File: config.mk
export PLATFORM = sky130hd
export DESIGN_NAME = deque_with_search
export DESIGN_NICKNAME = d
export VERILOG_FILES = /design/src/hdl/deq_pkg.sv /design/src/hdl/deq_ram.sv /design/src/hdl/deq_ptr.sv /design/src/hdl/deque_with_search.sv
export SDC_FILE = /design/constraint.sdc
export NUM_CORES = 1
export LEC_CHECK = 0
export BUFFER_PORTS_ARGS = -buffer_cell sky130_fd_sc_hd__buf_4
export CORE_UTILIZATION = 30
export DETAILED_ROUTE_END_ITERATION = 16
export PLACE_DENSITY = 0.5
export SLEW_MARGIN = 20
export SYNTH_ARGS = -nofsm -noshare
export SYNTH_HDL_FRONTEND = slang
export SYNTH_SLANG_ARGS = --single-unit
File: constraint.sdc
create_clock -name clk -period 5.4 [get_ports clk]
set_clock_uncertainty 0.1 [all_clocks]
set_input_delay 1.35 -clock clk [delete_from_list [all_inputs] [get_ports clk]]
set_output_delay 1.35 -clock clk [all_outputs]
set_load 0.05 [all_outputs]
File: src/hdl/deq_pkg.sv
// Shared types and constants for the double-ended queue with search.
package deq_pkg;

  localparam int ACTION_W = 3;
  localparam int DATA_W   = 32;
  localparam int POS_W    = 5;
  localparam int STATUS_W = 2;

  typedef enum logic [ACTION_W-1:0] {
    ACT_PUSH_FRONT = 3'd0,
    ACT_POP_FRONT  = 3'd1,
    ACT_PUSH_BACK  = 3'd2,
    ACT_POP_BACK   = 3'd3,
    ACT_SEARCH     = 3'd4
  } action_t;

  typedef enum logic [STATUS_W-1:0] {
    STS_OK        = 2'd0,
    STS_EMPTY     = 2'd1,
    STS_FULL      = 2'd2,
    STS_NOT_FOUND = 2'd3
  } status_t;

  typedef enum logic [1:0] {
    ST_IDLE,
    ST_POP,
    ST_SEARCH
  } state_t;

  typedef struct packed {
    logic push_front;
    logic pop_front;
    logic push_back;
    logic pop_back;
  } ptr_cmd_t;

  typedef struct packed {
    logic full;
    logic empty;
  } ptr_stat_t;

endpackage

File: src/hdl/deq_ram.sv
// Entry store: one write port, one read port with registered read data.
module deq_ram #(
  parameter int DEPTH = 16
) (
  input  logic                                       clk,
  input  logic                                       we,
  input  logic [((DEPTH > 1) ? $clog2(DEPTH) : 1)-1:0] waddr,
  input  logic [deq_pkg::DATA_W-1:0]                 wdata,
  input  logic [((DEPTH > 1) ? $clog2(DEPTH) : 1)-1:0] raddr,
  output logic [deq_pkg::DATA_W-1:0]                 rdata
);
  import deq_pkg::*;

  logic [DATA_W-1:0] mem_r [DEPTH];

  always_ff @(posedge clk) begin
    if (we) begin
      mem_r[waddr] <= wdata;
    end
    rdata <= mem_r[raddr];
  end

endmodule

File: src/hdl/deq_ptr.sv
// Front index and entry count, with the slot arithmetic of the circular store.
module deq_ptr #(
  parameter int DEPTH = 16
) (
  input  logic                                         clk,
  input  logic                                         rst_n,
  input  deq_pkg::ptr_cmd_t                            cmd,
  output deq_pkg::ptr_stat_t                           stat,
  output logic [((DEPTH > 1) ? $clog2(DEPTH) : 1)-1:0] front,
  output logic [((DEPTH > 1) ? $clog2(DEPTH) : 1)-1:0] front_inc,
  output logic [((DEPTH > 1) ? $clog2(DEPTH) : 1)-1:0] front_dec,
  output logic [((DEPTH > 1) ? $clog2(DEPTH) : 1)-1:0] back_slot,
  output logic [((DEPTH > 1) ? $clog2(DEPTH) : 1)-1:0] last_slot,
  output logic [$clog2(DEPTH+1)-1:0]                   count
);
  import deq_pkg::*;

  localparam int AW = (DEPTH > 1) ? $clog2(DEPTH) : 1;
  localparam int CW = $clog2(DEPTH + 1);
  localparam int SW = CW + 1;

  logic [AW-1:0] front_r, front_nxt;
  logic [CW-1:0] count_r, count_nxt;
  logic [SW-1:0] sum_back, sum_last;

  assign front     = front_r;
  assign count     = count_r;
  assign stat.full  = (count_r == CW'(DEPTH));
  assign stat.empty = (count_r == '0);

  assign front_inc = (front_r == AW'(DEPTH - 1)) ? '0 : front_r + 1'b1;
  assign front_dec = (front_r == '0) ? AW'(DEPTH - 1) : front_r - 1'b1;

  assign sum_back  = SW'(front_r) + SW'(count_r);
  assign sum_last  = sum_back - 1'b1;
  assign back_slot = (sum_back >= SW'(DEPTH)) ? AW'(sum_back - SW'(DEPTH)) : AW'(sum_back);
  assign last_slot = (sum_last >= SW'(DEPTH)) ? AW'(sum_last - SW'(DEPTH)) : AW'(sum_last);

  always_comb begin
    front_nxt = front_r;
    count_nxt = count_r;
    if (cmd.push_front) begin
      front_nxt = front_dec;
      count_nxt = count_r + 1'b1;
    end else if (cmd.pop_front) begin
      front_nxt = front_inc;
      count_nxt = count_r - 1'b1;
    end else if (cmd.push_back) begin
      count_nxt = count_r + 1'b1;
    end else if (cmd.pop_back) begin
      count_nxt = count_r - 1'b1;
    end
  end

  always_ff @(posedge clk) begin
    if (!rst_n) begin
      front_r <= '0;
      count_r <= '0;
    end else begin
      front_r <= front_nxt;
      count_r <= count_nxt;
    end
  end

  a_count_range: assert property (@(posedge clk) disable iff (!rst_n)
    count_r <= CW'(DEPTH))
    else $error("entry count above depth");

  a_front_range: assert property (@(posedge clk) disable iff (!rst_n)
    SW'(front_r) < SW'(DEPTH))
    else $error("front index out of range");

  a_full_push: assert property (@(posedge clk) disable iff (!rst_n)
    stat.full && (cmd.push_front || cmd.push_back) |-> 1'b0)
    else $error("push while full");

endmodule

File: src/hdl/deque_with_search.sv
// Top level: request sequencer, pointer unit and entry store of the deque.
//
//  channel  ports                                   handshake
//  -------  --------------------------------------  ----------------------------
//  in       in_action, in_value                     start && !busy
//  out      out_popped_value, out_position,         out_valid, one-cycle strobe
//           out_status
//
// Push, refused push, empty pop or search, unused action: result registered, issued in the cycle after the request.
// Pop: the entry passes through the registered memory read port, then the result register.
// Search: one stored entry read and compared per cycle, from the front, until a match or the last live entry.
// Synchronous active-low reset empties the store; no clearing pass.
// Results cannot be stalled; busy stays high until an item's result is issued.
module deque_with_search #(
  parameter int DEPTH = 16
) (
  input  logic                                clk,
  input  logic                                rst_n,
  input  logic                                start,
  output logic                                busy,
  input  logic [deq_pkg::ACTION_W-1:0]        in_action,
  input  logic signed [deq_pkg::DATA_W-1:0]   in_value,
  output logic                                out_valid,
  output logic signed [deq_pkg::DATA_W-1:0]   out_popped_value,
  output logic [deq_pkg::POS_W-1:0]           out_position,
  output logic [deq_pkg::STATUS_W-1:0]        out_status
);
  import deq_pkg::*;

  localparam int AW = (DEPTH > 1) ? $clog2(DEPTH) : 1;
  localparam int CW = $clog2(DEPTH + 1);

  state_t            state_r, state_nxt;
  logic              valid_r, valid_nxt;
  logic [DATA_W-1:0] popped_r, popped_nxt;
  logic [POS_W-1:0]  pos_r, pos_nxt;
  status_t           status_r, status_nxt;
  logic [DATA_W-1:0] key_r, key_nxt;
  logic [AW-1:0]     scan_r, scan_nxt;
  logic [CW-1:0]     cmp_r, cmp_nxt;

  ptr_cmd_t          cmd;
  ptr_stat_t         stat;
  logic [AW-1:0]     front, front_inc, front_dec, back_slot, last_slot;
  logic [CW-1:0]     count;
  logic              we;
  logic [AW-1:0]     waddr, raddr;
  logic [DATA_W-1:0] rdata;
  logic              accept;

  deq_ptr #(.DEPTH(DEPTH)) u_ptr (
    .clk       (clk),
    .rst_n     (rst_n),
    .cmd       (cmd),
    .stat      (stat),
    .front     (front),
    .front_inc (front_inc),
    .front_dec (front_dec),
    .back_slot (back_slot),
    .last_slot (last_slot),
    .count     (count)
  );

  deq_ram #(.DEPTH(DEPTH)) u_ram (
    .clk   (clk),
    .we    (we),
    .waddr (waddr),
    .wdata (in_value),
    .raddr (raddr),
    .rdata (rdata)
  );

  assign busy   = (state_r != ST_IDLE);
  assign accept = start && !busy;

  always_comb begin
    state_nxt  = state_r;
    valid_nxt  = 1'b0;
    popped_nxt = '0;
    pos_nxt    = '0;
    status_nxt = STS_OK;
    key_nxt    = key_r;
    scan_nxt   = scan_r;
    cmp_nxt    = cmp_r;
    cmd        = '0;
    we         = 1'b0;
    waddr      = front_dec;
    raddr      = front;
    case (state_r)
      ST_IDLE: begin
        if (accept) begin
          case (in_action)
            ACT_PUSH_FRONT: begin
              valid_nxt = 1'b1;
              if (stat.full) begin
                status_nxt = STS_FULL;
              end else begin
                we             = 1'b1;
                waddr          = front_dec;
                cmd.push_front = 1'b1;
              end
            end
            ACT_PUSH_BACK: begin
              valid_nxt = 1'b1;
              if (stat.full) begin
                status_nxt = STS_FULL;
              end else begin
                we            = 1'b1;
                waddr         = back_slot;
                cmd.push_back = 1'b1;
              end
            end
            ACT_POP_FRONT: begin
              if (stat.empty) begin
                valid_nxt  = 1'b1;
                status_nxt = STS_EMPTY;
              end else begin
                raddr         = front;
                cmd.pop_front = 1'b1;
                state_nxt     = ST_POP;
              end
            end
            ACT_POP_BACK: begin
              if (stat.empty) begin
                valid_nxt  = 1'b1;
                status_nxt = STS_EMPTY;
              end else begin
                raddr        = last_slot;
                cmd.pop_back = 1'b1;
                state_nxt    = ST_POP;
              end
            end
            ACT_SEARCH: begin
              if (stat.empty) begin
                valid_nxt  = 1'b1;
                status_nxt = STS_EMPTY;
              end else begin
                raddr     = front;
                key_nxt   = in_value;
                scan_nxt  = front_inc;
                cmp_nxt   = CW'(1);
                state_nxt = ST_SEARCH;
              end
            end
            default: begin
              valid_nxt = 1'b1;
            end
          endcase
        end
      end
      ST_POP: begin
        valid_nxt  = 1'b1;
        popped_nxt = rdata;
        state_nxt  = ST_IDLE;
      end
      ST_SEARCH: begin
        raddr    = scan_r;
        scan_nxt = (scan_r == AW'(DEPTH - 1)) ? '0 : scan_r + 1'b1;
        if (rdata == key_r) begin
          valid_nxt = 1'b1;
          pos_nxt   = POS_W'(cmp_r);
          state_nxt = ST_IDLE;
        end else if (cmp_r == count) begin
          valid_nxt  = 1'b1;
          status_nxt = STS_NOT_FOUND;
          state_nxt  = ST_IDLE;
        end else begin
          cmp_nxt = cmp_r + 1'b1;
        end
      end
      default: begin
        state_nxt = ST_IDLE;
      end
    endcase
  end

  always_ff @(posedge clk) begin
    if (!rst_n) begin
      state_r <= ST_IDLE;
      valid_r <= 1'b0;
    end else begin
      state_r <= state_nxt;
      valid_r <= valid_nxt;
    end
  end

  always_ff @(posedge clk) begin
    popped_r <= popped_nxt;
    pos_r    <= pos_nxt;
    status_r <= status_nxt;
    key_r    <= key_nxt;
    scan_r   <= scan_nxt;
    cmp_r    <= cmp_nxt;
  end

  assign out_valid        = valid_r;
  assign out_popped_value = popped_r;
  assign out_position     = pos_r;
  assign out_status       = status_r;

  a_pop_done: assert property (@(posedge clk) disable iff (!rst_n)
    state_r == ST_POP |=> valid_r && state_r == ST_IDLE)
    else $error("pop did not finish in one cycle");

  a_search_quiet: assert property (@(posedge clk) disable iff (!rst_n)
    state_r == ST_SEARCH |-> !valid_r)
    else $error("result issued during search");

  a_search_pos: assert property (@(posedge clk) disable iff (!rst_n)
    state_r == ST_SEARCH |-> cmp_r != '0 && cmp_r <= count)
    else $error("search position outside live entries");

endmodule
==> results.cfg, run 1 <==
[outcome]
status = finished clean

[finish]
final_util_pct = 35.8
multi_input_area_mm2 = 0.00607
fillers = 7730
finalNonFillerCells = 2969
seq_area_mm2 = 0.0183
nets = 1905
drive_gt1_share_pct = 14.8
final_area_mm2 = 0.0290
insertedDiodeCount = 0
area_growth_pct = 17.2

[yosys]
ys_warn_count = 0
synth_edf_count = 553
ys_async_sr_fraction_pct = 0
synth.distinct_cells = 58
seq_area_frac_synth_pct = 73.9
synth_top_area_share_pct = 67.1
ys_ff_latch = 636
netlist_instances = 1774
syn_nets = 1825
avgSynthCellArea_um2 = 13.9
yosysTopAreaCell = edfxtp_1
ys.flop_type = edfxtp_1
synth.area.top_cells = edfxtp_1 (67%), dfxtp_1 (6.7%), nand2_1 (6.6%)
syn_area_mm2 = 0.0247

[timing]
period_minus_slack_ps = 4010
fmax_ghz = 0.249
setup_viol = 0
worst_pin_slew_ps = 1160
hold_violations = 0
setup-tns-final_ps = 0
period_share_pct = 74.3
drv_slew = 0
relSlewSlack_pct = 22.8
rsz0062_at_grt = false

[worst_hold_path]
hold_path.class = register to register
holdPathStages = 1
hold_start = u_ram.rdata[8]$_DFF_P_
min_to = out_popped_value[8]$_SDFF_PN0_

[grt]
grt_pass1_wl_um = 96300
antenna_found_initial = 3
grt_start_max_net_pins = 154
grt_pass1_vias = 14400
grtUsageTotal_pct = 15.7
gr-total-overflow = 0

[setup_path]
regToRegStartpoint = u_ptr.count[0]$_SDFFE_PN0P_
reg2reg_to = u_ram.rdata[0]$_DFF_P_
cp_max_fo = 21
critPathSlowestCell = or3b_1
setup.worst_path.end_class = register
crit_path_cell_trace = buf_4, or3b_1, nor4b_2, nand3_1, mux2_1, nand2_1, nor2_4, buf_12
slowest_delay_ps = 530
critPathArrivalTime_ps = 4200
reg2reg_slack_ps = 1580
cp-start-kind = primary input
cp.required_ps = 5580
reg2reg_depth = 9
critPathKind = primary input to register

[clocking]
cts_buffers = 68
ctsResizeCount = 0
clock_tree.root_cell = clkbuf_16
h-tree-depth = 3
clk_latency_ps = 610
cts_buffer_depth = 3
clock_sink_count = 636
hold_buffers = 0
cts_tree = done
cts_setup_buffers = 0
clkTransAtPathRegs_ps = 60

[floorplan]
die_area_mm2 = 0.0836
initial_utilization_pct = 30.5
coreArea_mm2 = 0.0811
fp.dieH_um = 289
die_w_um = 289
io_pins = 79
fp-row-count = 104

[place]
place_area_mm2 = 0.0268
post-dp-hpwl_um = 36800
port_buffers = 78
dp_cells = 2844
gp_congestion = 0.769

[power]
power.density_mw_per_mm2 = 373
power.leakage_nw = 9.56
power_mw = 10.8
peakVddDrop_uv = 214

[route]
wl_per_cell_um = 22.1
first_pass_iters = 5
drt_iter0_drc = 1363
dr_total_vias = 14900
drt-total-wl_um = 65600
drc_errors = 0
ant_nets = 0
via_per_inst = 5.02

[run]
drv_cap = 0
[layout make-up]
class	instances	area share, %
multi-input combinational	1014	20.9
clock inverter	32	1.06
tap	1060	4.57
timing repair buffer	124	3.88
inverter	10	0.129
clock buffer	93	6.41
sequential	636	63.0
[cell usage in the layout (no fill, tap or decap), types with 3 or more instances in the layout]
cell type  count
edfxtp_1     553
a31oi_1        4
nor2_4        19
nor2b_1        5
ha_1          12
buf_4        109
a22oi_1       35
bufinv_16      5
o21ai_0       12
buf_12        14
and2_1        39
o31ai_1        5
clkinv_1      10
nor4_1         9
nand2b_1       5
nor3b_1        5
a32oi_1      128
xnor2_1        7
nand4_1        4
mux2i_1        3
xor2_1        43
nor2_1        12
clkbuf_16     70
nor3_1         9
nand2_1      436
dfxtp_1       83
nand3_1        6
inv_6          4
clkbuf_1      21
inv_1         10
clkinv_2       9
and3_1         7
a22oi_2       30
a21oi_1      138
[worst max-delay path: cells and delay by family]
family                 cells  cell delay (ps)
buffers and inverters      2              400
multiplexers               1              380
AND/OR/NAND/NOR            5             2050
[layer usage]
layer  vias to the layer above  track usage (%)  part of all wire [%]
li1                       6821                -                     -
met1                      7575             22.3                    47
met2                       422             24.5                    46
met3                        94             3.17                   5.6
met4                         4             4.08                   1.9
met5                         -                0                 0.041
[cell usage after synthesis (4+ instances only)]
| cell type | number |
|---|---|
| and2_1 | 41 |
| dfxtp_1 | 83 |
| nand2_1 | 436 |
| xor2_1 | 43 |
| buf_2 | 42 |
| inv_1 | 10 |
| clkbuf_1 | 63 |
| nand3_1 | 6 |
| a32oi_1 | 128 |
| o31ai_1 | 5 |
| a21oi_1 | 138 |
| nand4_1 | 4 |
| nor3_1 | 10 |
| ha_1 | 12 |
| a22oi_2 | 30 |
| nor2b_1 | 7 |
| buf_6 | 5 |
| nor2_1 | 31 |
| edfxtp_1 | 553 |
| nor3b_1 | 5 |
| o21ai_0 | 12 |
| a31oi_1 | 4 |
| nand2b_1 | 5 |
| xnor2_1 | 7 |
| nor4_1 | 9 |
| a22oi_1 | 35 |
| and3_1 | 7 |
| buf_4 | 4 |
[worst max path at each step]
stage | startpoint | to | slack [ps] | cells after the start
after global placement | start | u_ram.mem_r[14][10]$_DFFE_PP_ | 870 | 8
after detailed placement | start | u_ram.mem_r[15][14]$_DFFE_PP_ | 780 | 8
final | start | u_ram.mem_r[14][12]$_DFFE_PP_ | 1390 | 8
after global routing | start | u_ram.mem_r[15][8]$_DFFE_PP_ | 1120 | 8
after CTS | start | u_ram.mem_r[15][8]$_DFFE_PP_ | 1420 | 8
after floorplan | start | u_ram.mem_r[7][0]$_DFFE_PP_ | 600 | 8
[where the power goes]
group | total [mW] | internal, mW | switching [mW]
Sequential | 5.49 | 5.42 | 0.0758
Combinational | 0.765 | 0.245 | 0.519
Clock | 4.57 | 2.66 | 1.90
[per-stage QoR]
step | hold slack (ps) | setup WS, ps
after CTS | 382 | 1420
after global routing | 399 | 1120
after global placement | 362 | 867
after detailed placement | 370 | 776
final | 375 | 1390
after floorplan | 350 | 601
[cells by family (layout without fill, tap and decap cells)]
family | after synthesis | count (layout) | synth area share (%)
adder cells (fa/ha/maj) | 13 | 13 | 0.688
multiplexers | 5 | 5 | 0.212
buffers and inverters | 124 | 259 | 2.31
XOR/XNOR | 51 | 51 | 1.87
flip-flops | 636 | 636 | 73.9
AND/OR/NAND/NOR | 574 | 574 | 9.97
AO/OA/AOI/OAI | 371 | 371 | 11.1
[sequential cells by signal, indices dropped and copies added (netlist names)]
| register | cells |
|---|---|
| out_position | 5 |
| u_ptr.front | 4 |
| out_popped_value | 32 |
| key_r | 32 |
| cmp_r | 5 |
| u_ptr.count | 5 |
| state_r | 2 |
| out_valid | 1 |
| scan_r | 4 |
| u_ram.mem_r | 512 |
| out_status | 2 |
| u_ram.rdata | 32 |
No activity file was read; power rests on OpenSTA's default activity.
==> run 2: changes to the inputs <==
==> constraint.sdc (replaced) <==
create_clock -name clk -period 3.8 [get_ports clk]
set_clock_uncertainty 0.1 [all_clocks]
set_input_delay 0.95 -clock clk [delete_from_list [all_inputs] [get_ports clk]]
set_output_delay 0.95 -clock clk [all_outputs]
set_load 0.05 [all_outputs]
==> results.cfg, run 2 (synthesis gave the netlist of run 1 again) <==
[power]
p_comb_share_pct = 7.3
power_mw = 15.5
pwr-share-seq_pct = 50.2
swShare_pct = 23.4
power.density_mw_per_mm2 = 526
switchingPower_mw = 3.63
power.internal_mw = 11.9
peakVddDrop_uv = 307
power.share.clock_pct = 42.5
power.leakage_nw = 9.82

[clocking]
hold_buffers = 0
cts_buffers = 70
h-tree-depth = 3
cts_buffer_depth = 3
clk_latency_ps = 620
clock_tree.root_cell = clkbuf_16
cts_tree = done
cts_setup_buffers = 0
clkTransAtPathRegs_ps = 60
ctsResizeCount = 0
clock_sink_count = 636

[grt]
antenna_found_initial = 3
grt_pass1_vias = 14700
grt_start_max_net_pins = 139
grt_pass1_wl_um = 97300
gr-total-overflow = 0
grtUsageTotal_pct = 15.8

[timing]
fmax_ghz = 0.299
period_share_pct = 88.0
relSlewSlack_pct = 37.5
setup_viol = 0
hold_violations = 0
period_minus_slack_ps = 3350
worst_pin_slew_ps = 932
drv_slew = 0
rsz0062_at_grt = false

[outcome]
status = finished clean

[floorplan]
initial_utilization_pct = 30.5
die_w_um = 289
coreArea_mm2 = 0.0811
die_area_mm2 = 0.0836
fp-row-count = 104
io_pins = 79
fp.dieH_um = 289

[finish]
largest_reg_flops = 512
drive_gt1_share_pct = 16.5
final_util_pct = 36.5
area_growth_pct = 19.5
final_area_mm2 = 0.0296
mostFrequentLayoutCells = edfxtp_1 (553), nand2_1 (436), a21oi_1 (138)
insertedDiodeCount = 0
nets = 1934
final_common_cell = edfxtp_1
finalNonFillerCells = 2999
top_register = u_ram.mem_r

[place]
dp_cells = 2871
post-dp-hpwl_um = 38600
port_buffers = 78
place_area_mm2 = 0.0273
gp_congestion = 0.782

[route]
ant_nets = 0
dr_total_vias = 15000
drt_iter0_drc = 1093
via_per_inst = 5.00
first_pass_iters = 5
drt-total-wl_um = 65800
wl_per_cell_um = 22.0
drc_errors = 0

[setup_path]
reg2reg_depth = 12
cp.required_ps = 4260
cp-start-kind = register
critPathArrivalTime_ps = 3800
critPathKind = register to register
slowest_delay_ps = 590
critPathSlowestCell = fa_1
setup.worst_path.end_class = register
crit_path_cell_trace = ha_1, fa_1, inv_1, ha_1, a211oi_4, buf_12, buf_4, buf_4, a21oi_1, a32oi_1, a22oi_2, nand2_1
cp_max_fo = 16

[run]
drv_cap = 0

[worst_hold_path]
holdPathStages = 1
hold_path.class = register to register
[run 2: changes by cell type in the layout (fill, tap and decap cells not counted), moves of 3 or more]
cell / change
bufinv_16: -3
buf_4: +5
clkbuf_1: -3
buf_12: +23
clkinv_1: -5
clkinv_2: +4
clkbuf_8: +7
[run 2: path summary, 6_finish.rpt]
check	start	endpoint	slack, ps
worst max-delay path	u_ptr.front[0]$_SDFFE_PN0P_	u_ram.rdata[19]$_DFF_P_	450
worst min-delay path	u_ram.rdata[9]$_DFF_P_	out_popped_value[9]$_SDFF_PN0_	380
worst max register to register	u_ptr.front[0]$_SDFFE_PN0P_	u_ram.rdata[19]$_DFF_P_	450
worst min register to register	u_ram.rdata[9]$_DFF_P_	out_popped_value[9]$_SDFF_PN0_	380
[run 2: area by class of cell]
class | count | area, um2
clock inverter | 29 | 263
fill | 7671 | 51500
sequential | 636 | 18300
clock buffer | 99 | 1990
inverter | 10 | 37.5
tap | 1060 | 1330
multi-input combinational | 1014 | 6070
timing repair buffer | 151 | 1600
[run 2: power by group through the flow]
stage / Sequential (mW) / Combinational, mW / Clock (mW)
2_1_floorplan: 7.91 / 0.658 / 0
3_3_place_gp: 7.96 / 1.13 / 0
3_5_place_dp: 7.95 / 1.14 / 0
4_1_cts: 7.81 / 1.15 / 6.79
5_1_grt: 7.82 / 1.23 / 7.07
6_report: 7.81 / 1.13 / 6.61
[run 2: worst max-delay path: cells and delay by family, from the launching register on]
kind / cells / cell delay, ps
buffers and inverters: 4 / 790
adder cells (fa/ha/maj): 3 / 1200
AND/OR/NAND/NOR: 1 / 70
flip-flops: 1 / 360
AO/OA/AOI/OAI: 4 / 770
[run 2: stage by stage]
stage | setup slack, ps | TNS, ps | hold WS [ps]
after global routing | 302 | 0 | 401
after floorplan | -157 | -61880 | 350
after global placement | 109 | 0 | 367
after CTS | 433 | 0 | 381
after detailed placement | 137 | 0 | 366
final | 454 | 0 | 376
[run 2: routing by layer]
layer	routed length (um)	vias up	global-route usage, %
li1	-	6880	-
met1	30400	7654	22.3
met2	30900	391	25.3
met4	1020	0	4.03
met3	3550	68	2.72
met5	0	-	0
==> run 3: changes to the inputs <==
--- a/config.mk
+++ b/config.mk
@@ -6,9 +6,11 @@
 export NUM_CORES = 1
 export LEC_CHECK = 0
 export BUFFER_PORTS_ARGS = -buffer_cell sky130_fd_sc_hd__buf_4
+export CELL_PAD_IN_SITES_DETAIL_PLACEMENT = 1
+export CELL_PAD_IN_SITES_GLOBAL_PLACEMENT = 1
 export CORE_UTILIZATION = 30
 export DETAILED_ROUTE_END_ITERATION = 16
-export PLACE_DENSITY = 0.5
+export PLACE_DENSITY = 0.57
 export SLEW_MARGIN = 20
 export SYNTH_ARGS = -nofsm -noshare
 export SYNTH_HDL_FRONTEND = slang
==> results.cfg, run 3 (synthesis gave the netlist of run 1 again) <==
[grt]
gr-total-overflow = 0
grt_start_max_net_pins = 82
grtUsageTotal_pct = 17.1
grt_pass1_vias = 16100
antenna_found_initial = 2
grt_pass1_wl_um = 105000

[floorplan]
die_area_mm2 = 0.0836
fp.dieH_um = 289
io_pins = 79
die_w_um = 289
coreArea_mm2 = 0.0811
fp-row-count = 104
initial_utilization_pct = 30.5

[run]
drv_cap = 0

[timing]
whs_ps = 400
relSlewSlack_pct = 38.1
period_share_pct = 94.8
fmax_ghz = 0.277
period_minus_slack_ps = 3600
rsz0062_at_grt = false
worst_pin_slew_ps = 922
hold_violations = 0
drv_slew = 0
setup_viol = 0

[place]
dp_cells = 2897
port_buffers = 78
gp_congestion = 0.778
post-dp-hpwl_um = 43600

[route]
ant_nets = 0
met1_length_um = 33100
wl_per_cell_um = 23.5
drc_errors = 0
first_pass_iters = 5
routed-wl-met3_um = 2930
wl_met2_um = 33100
drt-total-wl_um = 71300
top_layer = met4
via_per_inst = 5.08
dr_total_vias = 15400
drt_iter0_drc = 939

[power]
power.density_mw_per_mm2 = 536
power_mw = 16.1
peakVddDrop_uv = 314
power.leakage_nw = 10.0

[setup_path]
setup.worst_path.end_class = register
cp_max_fo = 35
cp.required_ps = 4260
crit_path_cell_trace = ha_1, fa_1, inv_1, ha_1, a211oi_4, buf_12, buf_12, a21oi_1, a32oi_1, a22oi_1, nand2_1
critPathKind = register to register
slowest_delay_ps = 640
cp-start-kind = register
critPathArrivalTime_ps = 4060
critPathSlowestCell = fa_1

[clocking]
hold_buffers = 0
cts_buffer_depth = 3
clock_sink_count = 636
cts_buffers = 72
h-tree-depth = 3
clk_latency_ps = 620
clkTransAtPathRegs_ps = 60
cts_setup_buffers = 0
ctsResizeCount = 0
clock_tree.root_cell = clkbuf_16
cts_tree = done

[finish]
top_register = u_ram.mem_r
drive_gt1_share_pct = 17.7
final_common_cell = edfxtp_1
nets = 1962
largest_reg_flops = 512
mostFrequentLayoutCells = edfxtp_1 (553), nand2_1 (436), a21oi_1 (138)
insertedDiodeCount = 0
finalNonFillerCells = 3028
area_growth_pct = 21.2

[worst_hold_path]
hold_path.class = register to register

[outcome]
status = finished clean
## run 3: metrics by stage
stage	utilization, %	setup WS [ps]	area [um2]	TNS (ps)
3_5_place_dp	34.0	34.5	27600	0
5_1_grt	37.0	128	30000	0
3_3_place_gp	34.0	58.2	27500	0
4_1_cts	37.0	252	30000	0
6_report	37.0	196	30000	0
2_1_floorplan	-	-157	24800	-61880
## run 3: layer usage
metal  GRT usage (%)  vias up
met5               0        -
met4            5.72        0
met3            2.91      122
met2            27.3      332
met1            23.6     8004
li1                -     6928
## run 3: final timing paths
check	from	slack (ps)	cells after the start	end
max	u_ptr.front[0]$_SDFFE_PN0P_	200	11	u_ram.rdata[14]$_DFF_P_
min reg2reg	u_ram.rdata[11]$_DFF_P_	400	1	out_popped_value[11]$_SDFF_PN0_
max reg2reg	u_ptr.front[0]$_SDFFE_PN0P_	200	11	u_ram.rdata[14]$_DFF_P_
min	u_ram.rdata[11]$_DFF_P_	400	1	out_popped_value[11]$_SDFF_PN0_
## run 3: cell type report
cell class	instances	area [um2]
clock buffers	101	2000
clock inverters	30	409
fillers	8394	51100
inverters	10	37.5
multi-input cells	1014	6070
flip-flops and latches	636	18300
well taps	1060	1330
repair buffers	177	1860
## run 3: critical path, delay by kind of cell, from the launching register on
| kind | cells | cell delay, ps |
|---|---|---|
| compound gates | 4 | 1020 |
| fa+ha+maj | 3 | 1250 |
| buf+inv | 3 | 670 |
| flops | 1 | 380 |
| simple gates | 1 | 80 |
## run 3: power by group
part	total [mW]	leakage [nW]	switching, mW	internal, mW
logic	1.18	3.21	0.767	0.413
clock network	7.05	1.16	2.91	4.15
registers	7.83	5.66	0.126	7.70
total	16.1	10.0	3.80	12.3
